[src/emx_pkg.sv]
`timescale 1ns / 1ps
package emx_pkg;
    localparam int MOD_BITS = 17;
    localparam int EXP_BITS = 32;
    localparam int CNT_W    = $clog2(EXP_BITS + 1);
    localparam int CFG_IDX_W = 1;

    localparam logic [MOD_BITS-1:0] P_RESET = MOD_BITS'(65537);
    localparam logic [MOD_BITS-1:0] G_RESET = MOD_BITS'(3);

    localparam logic [1:0] CMD_KEYGEN  = 2'd0;
    localparam logic [1:0] CMD_ENCRYPT = 2'd1;
    localparam logic [1:0] CMD_DECRYPT = 2'd2;
    localparam logic [1:0] CMD_UNUSED  = 2'd3;

    localparam logic [CFG_IDX_W-1:0] REG_PRIME = 1'b0;
    localparam logic [CFG_IDX_W-1:0] REG_GEN   = 1'b1;

    typedef struct packed {
        logic [1:0]  cmd;
        logic [31:0] key_value;
        logic [31:0] message_value;
        logic [31:0] cipher_first;
        logic [31:0] nonce;
    } t_in;

    typedef struct packed {
        logic [MOD_BITS-1:0] result_first;
        logic [MOD_BITS-1:0] result_second;
    } t_out;

    typedef enum logic [4:0] {
        OP_NONE, OP_LATCH, OP_CLEAR_OUT,
        OP_RED_GEN, OP_RED_KEY, OP_RED_CA, OP_RED_MSG,
        OP_MUL_AB, OP_MUL_BB, OP_MUL_TA,
        OP_WB_ACC, OP_WB_SQ, OP_WB_BASE, OP_WB_T,
        OP_EXP_KEY, OP_EXP_NONCE, OP_EXP_PM2,
        OP_BASE_ACC, OP_SAVE0_ACC, OP_OUT0_U, OP_OUT1_U
    } t_dp_op;

    typedef struct packed {
        logic       u_done;
        logic       exp_zero;
        logic       exp_lsb;
        logic       p_small;
        logic [1:0] cmd;
    } t_dp_status;

    typedef enum logic [3:0] {
        S_IDLE, S_DISPATCH, S_EXP_RED, S_EXP_RED_W, S_EXP_INIT, S_EXP_CHECK,
        S_MUL_W, S_SQ, S_SQ_W, S_EXP_END, S_T_W, S_TMUL, S_TMUL_W, S_EMIT
    } t_state;

    typedef enum logic [1:0] {PH_FIRST, PH_SECOND, PH_INV} t_phase;
endpackage

[src/emx_datapath.sv]
`timescale 1ns / 1ps
module emx_datapath (
    input  logic                            i_clk,
    input  logic                            i_rst_n,
    input  emx_pkg::t_dp_op                 i_op,
    input  emx_pkg::t_in                    i_in,
    input  logic                            i_cfg_we,
    input  logic [emx_pkg::CFG_IDX_W-1:0]   i_cfg_index,
    input  logic [emx_pkg::MOD_BITS-1:0]    i_cfg_data,
    output emx_pkg::t_dp_status             o_status,
    output emx_pkg::t_out                   o_out
);
    import emx_pkg::*;

    localparam int W2 = MOD_BITS + 2;

    logic [MOD_BITS-1:0] r_p, r_g;
    t_in                 r_in;
    logic [MOD_BITS-1:0] r_acc, r_base, r_t, r_out0, r_out1;
    logic [EXP_BITS-1:0] r_exp;

    logic [MOD_BITS-1:0] r_u_acc, r_u_a;
    logic [EXP_BITS-1:0] r_u_b;
    logic [CNT_W-1:0]    r_u_cnt;
    logic                r_u_busy, r_u_done;

    logic [W2-1:0]       t_sum, p1, p2, t_red;
    logic [MOD_BITS-1:0] n_u_acc;

    always_comb begin
        p1 = W2'(r_p);
        p2 = W2'({r_p, 1'b0});
        t_sum = W2'({r_u_acc, 1'b0}) + (r_u_b[EXP_BITS-1] ? W2'(r_u_a) : W2'(0));
        if (t_sum >= p2) begin
            t_red = t_sum - p2;
        end else if (t_sum >= p1) begin
            t_red = t_sum - p1;
        end else begin
            t_red = t_sum;
        end
        n_u_acc = t_red[MOD_BITS-1:0];
    end

    always_ff @(posedge i_clk) begin
        if (!i_rst_n) begin
            r_p      <= P_RESET;
            r_g      <= G_RESET;
            r_u_busy <= 1'b0;
            r_u_done <= 1'b0;
        end else begin
            if (i_cfg_we) begin
                unique case (i_cfg_index)
                    REG_PRIME: r_p <= i_cfg_data;
                    REG_GEN:   r_g <= i_cfg_data;
                    default: ;
                endcase
            end
            r_u_done <= 1'b0;
            if (r_u_busy) begin
                r_u_acc <= n_u_acc;
                r_u_b   <= {r_u_b[EXP_BITS-2:0], 1'b0};
                r_u_cnt <= r_u_cnt - CNT_W'(1);
                if (r_u_cnt == CNT_W'(1)) begin
                    r_u_busy <= 1'b0;
                    r_u_done <= 1'b1;
                end
            end
            unique case (i_op)
                OP_RED_GEN, OP_RED_KEY, OP_RED_CA, OP_RED_MSG: begin
                    r_u_busy <= 1'b1;
                    r_u_acc  <= '0;
                    r_u_a    <= MOD_BITS'(1);
                    r_u_cnt  <= CNT_W'(EXP_BITS);
                end
                OP_MUL_AB, OP_MUL_BB, OP_MUL_TA: begin
                    r_u_busy <= 1'b1;
                    r_u_acc  <= '0;
                    r_u_cnt  <= CNT_W'(MOD_BITS);
                end
                default: ;
            endcase
            unique case (i_op)
                OP_RED_GEN: r_u_b <= EXP_BITS'(r_g);
                OP_RED_KEY: r_u_b <= EXP_BITS'(r_in.key_value);
                OP_RED_CA:  r_u_b <= EXP_BITS'(r_in.cipher_first);
                OP_RED_MSG: r_u_b <= EXP_BITS'(r_in.message_value);
                OP_MUL_AB: begin
                    r_u_a <= r_acc;
                    r_u_b <= {r_base, {(EXP_BITS-MOD_BITS){1'b0}}};
                end
                OP_MUL_BB: begin
                    r_u_a <= r_base;
                    r_u_b <= {r_base, {(EXP_BITS-MOD_BITS){1'b0}}};
                end
                OP_MUL_TA: begin
                    r_u_a <= r_t;
                    r_u_b <= {r_acc, {(EXP_BITS-MOD_BITS){1'b0}}};
                end
                default: ;
            endcase
        end
    end

    always_ff @(posedge i_clk) begin
        unique case (i_op)
            OP_LATCH:     r_in <= i_in;
            OP_CLEAR_OUT: begin
                r_out0 <= '0;
                r_out1 <= '0;
            end
            OP_WB_ACC:    r_acc <= r_u_acc;
            OP_WB_BASE:   r_base <= r_u_acc;
            OP_WB_SQ: begin
                r_base <= r_u_acc;
                r_exp  <= r_exp >> 1;
            end
            OP_WB_T:      r_t <= r_u_acc;
            OP_EXP_KEY: begin
                r_acc <= MOD_BITS'(1);
                r_exp <= EXP_BITS'(r_in.key_value);
            end
            OP_EXP_NONCE: begin
                r_acc <= MOD_BITS'(1);
                r_exp <= EXP_BITS'(r_in.nonce);
            end
            OP_EXP_PM2: begin
                r_acc <= MOD_BITS'(1);
                r_exp <= EXP_BITS'(r_p - MOD_BITS'(2));
            end
            OP_BASE_ACC:  r_base <= r_acc;
            OP_SAVE0_ACC: r_out0 <= r_acc;
            OP_OUT0_U:    r_out0 <= r_u_acc;
            OP_OUT1_U:    r_out1 <= r_u_acc;
            default: ;
        endcase
    end

    assign o_status.u_done   = r_u_done;
    assign o_status.exp_zero = (r_exp == '0);
    assign o_status.exp_lsb  = r_exp[0];
    assign o_status.p_small  = (r_p <= MOD_BITS'(1));
    assign o_status.cmd      = r_in.cmd;
    assign o_out.result_first  = r_out0;
    assign o_out.result_second = r_out1;
endmodule

[src/emx_controller.sv]
`timescale 1ns / 1ps
module emx_controller (
    input  logic                 i_clk,
    input  logic                 i_rst_n,
    input  logic                 i_start,
    input  emx_pkg::t_dp_status  i_status,
    output emx_pkg::t_dp_op      o_op,
    output logic                 o_busy,
    output logic                 o_done
);
    import emx_pkg::*;

    t_state r_state, n_state;
    t_phase r_phase, n_phase;

    always_ff @(posedge i_clk) begin
        if (!i_rst_n) begin
            r_state <= S_IDLE;
            r_phase <= PH_FIRST;
        end else begin
            r_state <= n_state;
            r_phase <= n_phase;
        end
    end

    always_comb begin
        n_state = r_state;
        n_phase = r_phase;
        unique case (r_state)
            S_IDLE:      if (i_start) n_state = S_DISPATCH;
            S_DISPATCH: begin
                n_phase = PH_FIRST;
                if (i_status.p_small || i_status.cmd == CMD_UNUSED) begin
                    n_state = S_EMIT;
                end else begin
                    n_state = S_EXP_RED;
                end
            end
            S_EXP_RED:   n_state = (r_phase == PH_INV) ? S_EXP_INIT : S_EXP_RED_W;
            S_EXP_RED_W: if (i_status.u_done) n_state = S_EXP_INIT;
            S_EXP_INIT:  n_state = S_EXP_CHECK;
            S_EXP_CHECK: begin
                priority if (i_status.exp_zero) n_state = S_EXP_END;
                else if (i_status.exp_lsb) n_state = S_MUL_W;
                else n_state = S_SQ;
            end
            S_MUL_W:     if (i_status.u_done) n_state = S_SQ;
            S_SQ:        n_state = S_SQ_W;
            S_SQ_W:      if (i_status.u_done) n_state = S_EXP_CHECK;
            S_EXP_END: begin
                priority if (r_phase != PH_FIRST) begin
                    n_state = S_T_W;
                end else if (i_status.cmd == CMD_ENCRYPT) begin
                    n_phase = PH_SECOND;
                    n_state = S_EXP_RED;
                end else if (i_status.cmd == CMD_DECRYPT) begin
                    n_phase = PH_INV;
                    n_state = S_EXP_RED;
                end else begin
                    n_state = S_EMIT;
                end
            end
            S_T_W:       if (i_status.u_done) n_state = S_TMUL;
            S_TMUL:      n_state = S_TMUL_W;
            S_TMUL_W:    if (i_status.u_done) n_state = S_EMIT;
            S_EMIT:      n_state = S_IDLE;
            default:     n_state = S_IDLE;
        endcase
    end

    always_comb begin
        o_op   = OP_NONE;
        o_busy = (r_state != S_IDLE);
        o_done = (r_state == S_EMIT);
        unique case (r_state)
            S_IDLE:      if (i_start) o_op = OP_LATCH;
            S_DISPATCH:  o_op = OP_CLEAR_OUT;
            S_EXP_RED: begin
                priority if (r_phase == PH_INV) o_op = OP_BASE_ACC;
                else if (r_phase == PH_SECOND) o_op = OP_RED_KEY;
                else if (i_status.cmd == CMD_DECRYPT) o_op = OP_RED_CA;
                else o_op = OP_RED_GEN;
            end
            S_EXP_RED_W: if (i_status.u_done) o_op = OP_WB_BASE;
            S_EXP_INIT: begin
                priority if (r_phase == PH_INV) o_op = OP_EXP_PM2;
                else if (i_status.cmd == CMD_ENCRYPT) o_op = OP_EXP_NONCE;
                else o_op = OP_EXP_KEY;
            end
            S_EXP_CHECK: if (!i_status.exp_zero && i_status.exp_lsb) o_op = OP_MUL_AB;
            S_MUL_W:     if (i_status.u_done) o_op = OP_WB_ACC;
            S_SQ:        o_op = OP_MUL_BB;
            S_SQ_W:      if (i_status.u_done) o_op = OP_WB_SQ;
            S_EXP_END: begin
                priority if (r_phase != PH_FIRST) o_op = OP_RED_MSG;
                else if (i_status.cmd == CMD_DECRYPT) o_op = OP_NONE;
                else o_op = OP_SAVE0_ACC;
            end
            S_T_W:       if (i_status.u_done) o_op = OP_WB_T;
            S_TMUL:      o_op = OP_MUL_TA;
            S_TMUL_W: begin
                if (i_status.u_done) o_op = (r_phase == PH_SECOND) ? OP_OUT1_U : OP_OUT0_U;
            end
            S_EMIT:      o_op = OP_NONE;
            default:     o_op = OP_NONE;
        endcase
    end
endmodule

[src/elgamal_modexp_engine.sv]
`timescale 1ns / 1ps
// Modular multiplies and 32-bit operand reductions run bit-serially in one shared unit; an exponent
// costs one square per bit up to its top set bit plus one multiply per set bit.
// The longest command is an encrypt with an all-ones nonce; when p <= 1 or for the unused
// command the engine skips all arithmetic and returns zero results.
// Throughput: one command at a time; busy drops the cycle after the result beat and the
// receiver cannot stall. Reset: synchronous active low; p = 65537, g = 3, controller idle.
module elgamal_modexp_engine (
    input  logic                            i_clk,
    input  logic                            i_rst_n,
    input  logic                            start,
    output logic                            busy,
    input  emx_pkg::t_in                    i_in,
    output logic                            o_done,
    output emx_pkg::t_out                   o_out,
    input  logic                            i_cfg_we,
    input  logic [emx_pkg::CFG_IDX_W-1:0]   i_cfg_index,
    input  logic [emx_pkg::MOD_BITS-1:0]    i_cfg_data
);
    import emx_pkg::*;

    t_dp_op     w_op;
    t_dp_status w_status;

    emx_controller u_ctrl (
        .i_clk    (i_clk),
        .i_rst_n  (i_rst_n),
        .i_start  (start),
        .i_status (w_status),
        .o_op     (w_op),
        .o_busy   (busy),
        .o_done   (o_done)
    );

    emx_datapath u_dp (
        .i_clk       (i_clk),
        .i_rst_n     (i_rst_n),
        .i_op        (w_op),
        .i_in        (i_in),
        .i_cfg_we    (i_cfg_we),
        .i_cfg_index (i_cfg_index),
        .i_cfg_data  (i_cfg_data),
        .o_status    (w_status),
        .o_out       (o_out)
    );
endmodule
[config.mk]
export PLATFORM = sky130hd
export DESIGN_NAME = elgamal_modexp_engine
export DESIGN_NICKNAME = d
export VERILOG_FILES = /design/src/emx_pkg.sv /design/src/emx_datapath.sv /design/src/emx_controller.sv /design/src/elgamal_modexp_engine.sv
export SDC_FILE = /design/constraint.sdc
export NUM_CORES = 1
export LEC_CHECK = 0
export BUFFER_PORTS_ARGS = -buffer_cell sky130_fd_sc_hd__buf_4
export CAP_MARGIN = 40
export CORE_AREA = 2 2 216 175
export DETAILED_ROUTE_END_ITERATION = 8
export DIE_AREA = 0 0 218 177
export PLACE_DENSITY = 0.69
export SYNTH_ARGS = -nofsm -noshare
export SYNTH_HDL_FRONTEND = slang
export SYNTH_HIERARCHICAL = 1
export SYNTH_SLANG_ARGS = --single-unit
[constraint.sdc]
create_clock -name i_clk -period 27.7 [get_ports i_clk]
set_input_delay 4.155 -clock i_clk [delete_from_list [all_inputs] [get_ports i_clk]]
set_output_delay 4.155 -clock i_clk [all_outputs]
set_load 0.005 [all_outputs]
==> out/results.txt, run 1 <==
final setup vio count -> 0
Hold Path Class -> reg -> reg
register area share after synthesis -> 57.7%
most instantiated cells after synthesis -> edfxtp_1, nand2_1, nor2_1
global routing's busiest layer -> met1
dpl cells -> 2,195
Setup CP Type -> in -> reg
vias in the first global route -> 12,900
Biggest register -> u_dp/r_in
Final Critical Period -> 6.58 ns
LEAKAGE -> 7.83 nW
Die H -> 177 um
final cell count without fillers -> 2,262
post-synth top area cell -> edfxtp_1
TNS Setup -> 0 ns
FP Rows -> 63
Sink Count -> 361
Root Buffer -> clkbuf_16
Post-synth EDFFs -> 319
Layout Nets -> 1,959
Worst-path clk slew -> 0.06 ns
die area -> 38,600 um^2
Max Freq -> 0.152 GHz
drt first-iter violations -> 1,862
Pwr Density -> 152 nW/um^2
largest net degree at the start of global routing -> 78
global-route wire length before repair -> 76.2 mm
clk_skew -> 0.0156 ns
Post-CTS Hold Buffers -> 0
gr ovfl total -> 0
io pins -> 188
gate count after technology mapping -> 1,576
crit start category -> input pin
most area-consuming cells after synthesis -> edfxtp_1, dfxtp_1, ha_1, nand2_1, a22oi_1
CP Data Required Time -> 27.86 ns
met3 Use GR -> 4.69%
GPL Wtd Cong -> 0.920
fin. max-slew vios -> 0
core box area -> 36,600 um^2
top flop regs -> u_dp/r_in: 128 flops, u_dp/r_exp: 32 flops, u_dp/r_u_b: 32 flops
peak supply drop -> 0.000110 V
unrepaired setup endpoints after global routing -> false
routed wire length -> 49.7 mm
pre-CTS setup slack -> 20.61 ns
Synth cell types -> 82
Final Cycle Share -> 23.7%
worst-case clock buffer depth -> 3
Yosys warnings -> 6
Post-DRT Antenna Nets -> 0
initial antenna violation count -> 0
diode count -> 0
actual slew at the worst max-slew pin -> 0.938 ns
Clock Latency Late Sink -> 0.55 ns
number of I/O port buffers -> 187
DR vias/cell -> 6.05
Num CTS Buffers -> 37
Post-synth top flop -> edfxtp_1
layout cell share with drive strength beyond 1 -> 17.7%
top-area cell type share of the netlist area -> 53.1%
CTS tree -> done
area delta synth->final -> 17.9%
residual DRC count -> 0
count leader, synth -> edfxtp_1
# fillers -> 3,058
drt pass-1 iters -> 8
max reg flops -> 128
GRT met1 Usage -> 39.2%
post_cts resized -> 0
crit end category -> register
Synth Area per Inst -> 11.4 um^2
mapped cell area -> 18,000 um^2
routed via count -> 13,700
Final Worst Setup Slack -> 21.12 ns
hpwl dp -> 36.0 mm
status -> completed
Max-slew headroom -> 37.3%
max-cap violations -> 0
Async SR Flop Fraction -> 0%
Worst Path Max Fanout -> 77
wire per inst -> 22.0 um
Die X -> 218 um
Syn Nets -> 1,788
FF+latch count, synth -> 361
Hold Violations, Final -> 0
initial core utilization -> 49.3%
# Post-CTS Setup Buffers -> 0
Overall Power -> 3.22 mW
H-tree depth -> 2
gr usage total -> 25.8%
met2 GRT Util -> 38.4%
Worst EP arrival -> 6.74 ns
worst max-delay path, cell delays in order:
cell and delay [ns]:
buf_4 0.09, o2111ai_1 0.10, nand4_1 0.13, buf_4 0.27, nand2b_1 0.22, nor4_2 0.19, buf_4 0.65, buf_4 0.84
final timing paths:
check	start	end	slack [ns]	depth (start not counted)
worst max-delay path	start	u_dp/r_in[40]	21.12	8
worst min-delay path	u_dp/r_p[11]	u_dp/r_p[11]	0.47	2
worst max register to register	u_dp/r_u_b[31]	u_dp/r_u_acc[16]	22.07	18
worst min register to register	u_dp/r_p[11]	u_dp/r_p[11]	0.47	2
layout make-up:
cell class / instances / area [um^2] / area share, %
clock buffers: 47 / 1000 / 4.72
clock inverters: 20 / 255 / 1.20
inverters: 46 / 173 / 0.812
multi-input cells: 1082 / 7150 / 33.6
flip-flops and latches: 361 / 10400 / 49.0
well taps: 487 / 609 / 2.86
repair buffers: 219 / 1660 / 7.78
metal layers:
layer | vias to the layer above | routed length, um
met4 | 0 | 805
met5 | - | 0
met1 | 6569 | 21800
li1 | 6351 | -
met3 | 67 | 5140
met2 | 690 | 22000
logic make-up (layout without fill, tap and decap cells):
kind of cell / count (synthesis) / after routing / share of synthesized area [%]
AO/OA/AOI/OAI: 440 / 440 / 17.2
XOR/XNOR: 57 / 57 / 2.87
adder cells (fa/ha/maj): 61 / 61 / 4.34
buffers and inverters: 133 / 332 / 3.03
flip-flops: 361 / 361 / 57.7
multiplexers: 21 / 21 / 1.28
AND/OR/NAND/NOR: 503 / 503 / 13.5
placed cells by master, fill, tap and decap left out, types with 18 or more instances in the layout:
master	n
a221o_1	21
nand2_1	185
edfxtp_1	319
nor2_1	80
a22o_1	18
nand3_1	53
dfxtp_1	42
xor2_1	19
nor3_1	26
and2_1	51
a21boi_0	32
o21ai_1	22
a31oi_1	23
a21oi_1	82
ha_1	57
xnor2_1	37
clkbuf_16	38
inv_1	41
a22oi_1	79
o21ai_0	43
buf_4	216
where the power goes:
part	total, mW	leakage, nW	switching [mW]	internal (mW)
Sequential	1.04	3.30	0.137	0.902
Clock	0.518	0.615	0.212	0.307
Combinational	1.67	3.92	1.02	0.647
Total	3.22	7.83	1.37	1.86
stage by stage:
| step | hold WS [ns] | utilization [%] | cell area (um^2) |
|---|---|---|---|
| 2_1_floorplan | 0.441 | - | 18000 |
| 3_3_place_gp | 0.450 | 54.6 | 20000 |
| 3_5_place_dp | 0.457 | 54.7 | 20000 |
| 4_1_cts | 0.467 | 58.2 | 21300 |
| 5_1_grt | 0.487 | 58.2 | 21300 |
| 6_report | 0.466 | 58.2 | 21300 |
(Power assumes the default switching activity.)
==> run 2, diff against run 1 <==
--- a/config.mk
+++ b/config.mk
@@ -5,12 +5,13 @@
 export SDC_FILE = /design/constraint.sdc
 export NUM_CORES = 1
 export LEC_CHECK = 0
+export ABC_AREA = 1
 export BUFFER_PORTS_ARGS = -buffer_cell sky130_fd_sc_hd__buf_4
 export CAP_MARGIN = 40
-export CORE_AREA = 2 2 216 175
+export CORE_AREA = 2 2 219 178
 export DETAILED_ROUTE_END_ITERATION = 8
-export DIE_AREA = 0 0 218 177
-export PLACE_DENSITY = 0.69
+export DIE_AREA = 0 0 221 180
+export PLACE_DENSITY = 0.71
 export SYNTH_ARGS = -nofsm -noshare
 export SYNTH_HDL_FRONTEND = slang
 export SYNTH_HIERARCHICAL = 1
==> constraint.sdc (replaced) <==
create_clock -name i_clk -period 5.8 [get_ports i_clk]
set_input_delay 0.87 -clock i_clk [delete_from_list [all_inputs] [get_ports i_clk]]
set_output_delay 0.87 -clock i_clk [all_outputs]
set_load 0.005 [all_outputs]
==> run 2 against run 1 <==
Compared with the run above: die area grew 3.1%; register-to-register slack got worse by 21 ns; non-clock buffer count shrank 12; count of clock-buffer cells in the layout is 2 higher; via count up 11%; worst hold slack better by 0.017 ns; final cell count is 18% higher.
==> out/results.txt, run 2 <==
CP peak stage delay -> 0.72 ns
gate count after technology mapping -> 1,969
diode count -> 0
global-route wire length before repair -> 81.0 mm
hpwl dp -> 40.0 mm
post-synth top area cell -> edfxtp_1
CP bufs+invs -> 6
core box area -> 37,700 um^2
Worst Path Max Fanout -> 37
dpl cells -> 2,609
max reg flops -> 128
Synth Area per Inst -> 9.44 um^2
vias in the first global route -> 14,200
Post-CTS Hold Buffers -> 0
Max-slew headroom -> 39.5%
routed wire length -> 52.7 mm
Final Critical Period -> 4.65 ns
CP Data Required Time -> 5.97 ns
residual DRC count -> 0
final setup vio count -> 0
fin. max-slew vios -> 0
mapped cell area -> 18,600 um^2
Biggest register -> u_dp/r_in
Async SR Flop Fraction -> 0%
leading cell type in the layout, fill and taps excluded -> nand2_1
Util after Layout -> 57.4%
GPL Wtd Cong -> 0.933
Post-synth top flop -> edfxtp_1
Top Family by Delay on Critical Path -> simple AND/OR/NAND/NOR gates
Die X -> 221 um
die area -> 39,800 um^2
Final Cycle Share -> 80.2%
Worst-path clk slew -> 0.06 ns
routed via count -> 15,100
H-tree depth -> 2
gr usage total -> 26.2%
CTS tree -> done
DR vias/cell -> 5.65
crit end category -> register
largest net degree at the start of global routing -> 131
most frequent cell on the critical path -> nor2_2
max-cap violations -> 0
Layout Nets -> 2,365
initial antenna violation count -> 0
count leader, synth -> nand2_1
drt first-iter violations -> 1,550
FF+latch count, synth -> 361
Post-DRT Antenna Nets -> 0
layout cell share with drive strength beyond 1 -> 15.4%
Yosys warnings -> 6
Root Buffer -> clkbuf_16
area delta synth->final -> 16.5%
Synth cell types -> 53
final cell count without fillers -> 2,676
clk_skew -> 0.0172 ns
most frequent cells in the layout -> nand2_1, edfxtp_1, inv_1
Hold Path Class -> reg -> reg
# Post-CTS Setup Buffers -> 0
FP Rows -> 64
unrepaired setup endpoints after global routing -> false
Hold Violations, Final -> 0
initial core utilization -> 49.3%
critical path's slowest cell -> nor4_1
number of I/O port buffers -> 187
register area share after synthesis -> 56.1%
io pins -> 188
top-area cell type share of the netlist area -> 51.5%
wire per inst -> 19.7 um
most area-consuming cells after synthesis -> edfxtp_1, nand2_1, inv_1, dfxtp_1, ha_1
Die H -> 180 um
worst-case clock buffer depth -> 3
Worst EP arrival -> 4.82 ns
Sink Count -> 361
top flop regs -> u_dp/r_in: 128 flops, u_dp/r_exp: 32 flops, u_dp/r_u_b: 32 flops
most instantiated cells after synthesis -> nand2_1, edfxtp_1, inv_1
Post-synth EDFFs -> 319
# fillers -> 3,311
Setup CP Type -> reg -> reg
actual slew at the worst max-slew pin -> 0.906 ns
TNS Setup -> 0 ns
crit start category -> register
Max Freq -> 0.215 GHz
Syn Nets -> 2,181
post_cts resized -> 0
status -> completed
crit-path cells -> nor4_1, nand4_1, nor2_1, inv_1, nand3_1, o21ai_0, a21oi_1, nand3_1, nor2_2, inv_2, nor3_4, buf_4, nor2_2, inv_4, nor2_2, nand2_4, inv_4, o21ai_2, buf_4
Num CTS Buffers -> 37
gr ovfl total -> 0
drt pass-1 iters -> 5
Clock Latency Late Sink -> 0.53 ns
-- run 2: changes by cell type after synthesis, sizes merged, moves of 20 or more --
cell	delta
nand2	+336
inv	+208
nor2	+103
a22oi	-77
and2	-50
nand3	+46
o21ai	+38
a21boi	-31
xnor2	-31
clkbuf	-30
o2111ai	+28
o22ai	+22
a221o	-21
a31oi	-20
-- run 2: area by class of cell --
type	instances	area [um^2]	area share, %
timing repair buffer	207	1580	7.31
sequential	361	10400	48.1
clock inverter	18	124	0.572
tap	495	619	2.86
clock buffer	49	1020	4.72
inverter	256	966	4.46
multi-input combinational	1290	6910	31.9
-- run 2: logic make-up (layout without fill, tap and decap cells) --
kind of cell	Yosys count	in the layout	synth area share (%)
simple gates	873	873	20.3
flops	361	361	56.1
compound gates	324	324	10.9
buf+inv	318	530	6.97
fa+ha+maj	60	60	4.16
xor+xnor	33	33	1.56
-- run 2: path summary, 6_finish.rpt --
kind                  start             to  slack [ns]  depth (start not counted)
min reg2reg     u_dp/r_g[1]    u_dp/r_g[1]        0.48                          2
min             u_dp/r_g[1]    u_dp/r_g[1]        0.48                          2
max          u_dp/r_exp[19]  u_dp/r_u_b[2]        1.15                         19
max reg2reg  u_dp/r_exp[19]  u_dp/r_u_b[2]        1.15                         19
-- run 2: per-layer routing --
layer	vias up	wire length, um	GRT usage [%]
met4	0	1350	7.11
met2	762	23200	40.1
li1	7136	-	-
met1	7130	23100	38.1
met5	-	0	0
met3	90	5010	5.21
-- run 2: through the flow --
| stage | hold slack (ns) | cell area (um^2) | setup slack [ns] |
|---|---|---|---|
| 6_report | 0.484 | 21600 | 1.15 |
| 5_1_grt | 0.492 | 21600 | 0.809 |
| 4_1_cts | 0.489 | 21600 | 1.27 |
| 3_5_place_dp | 0.469 | 20500 | 1.29 |
| 3_3_place_gp | 0.467 | 20500 | 1.37 |
| 2_1_floorplan | 0.442 | 18600 | 0.311 |
-- run 2: worst min-delay path: cells and delay by family (launching register included) --
kind / cells / cell delay, ns
flops: 1 / 0.33
simple gates: 2 / 0.13
Power of run 2 is left out: the tool's default activity adds up to more than one toggle a clock period on the data nets, which glitch-free logic cannot reach.
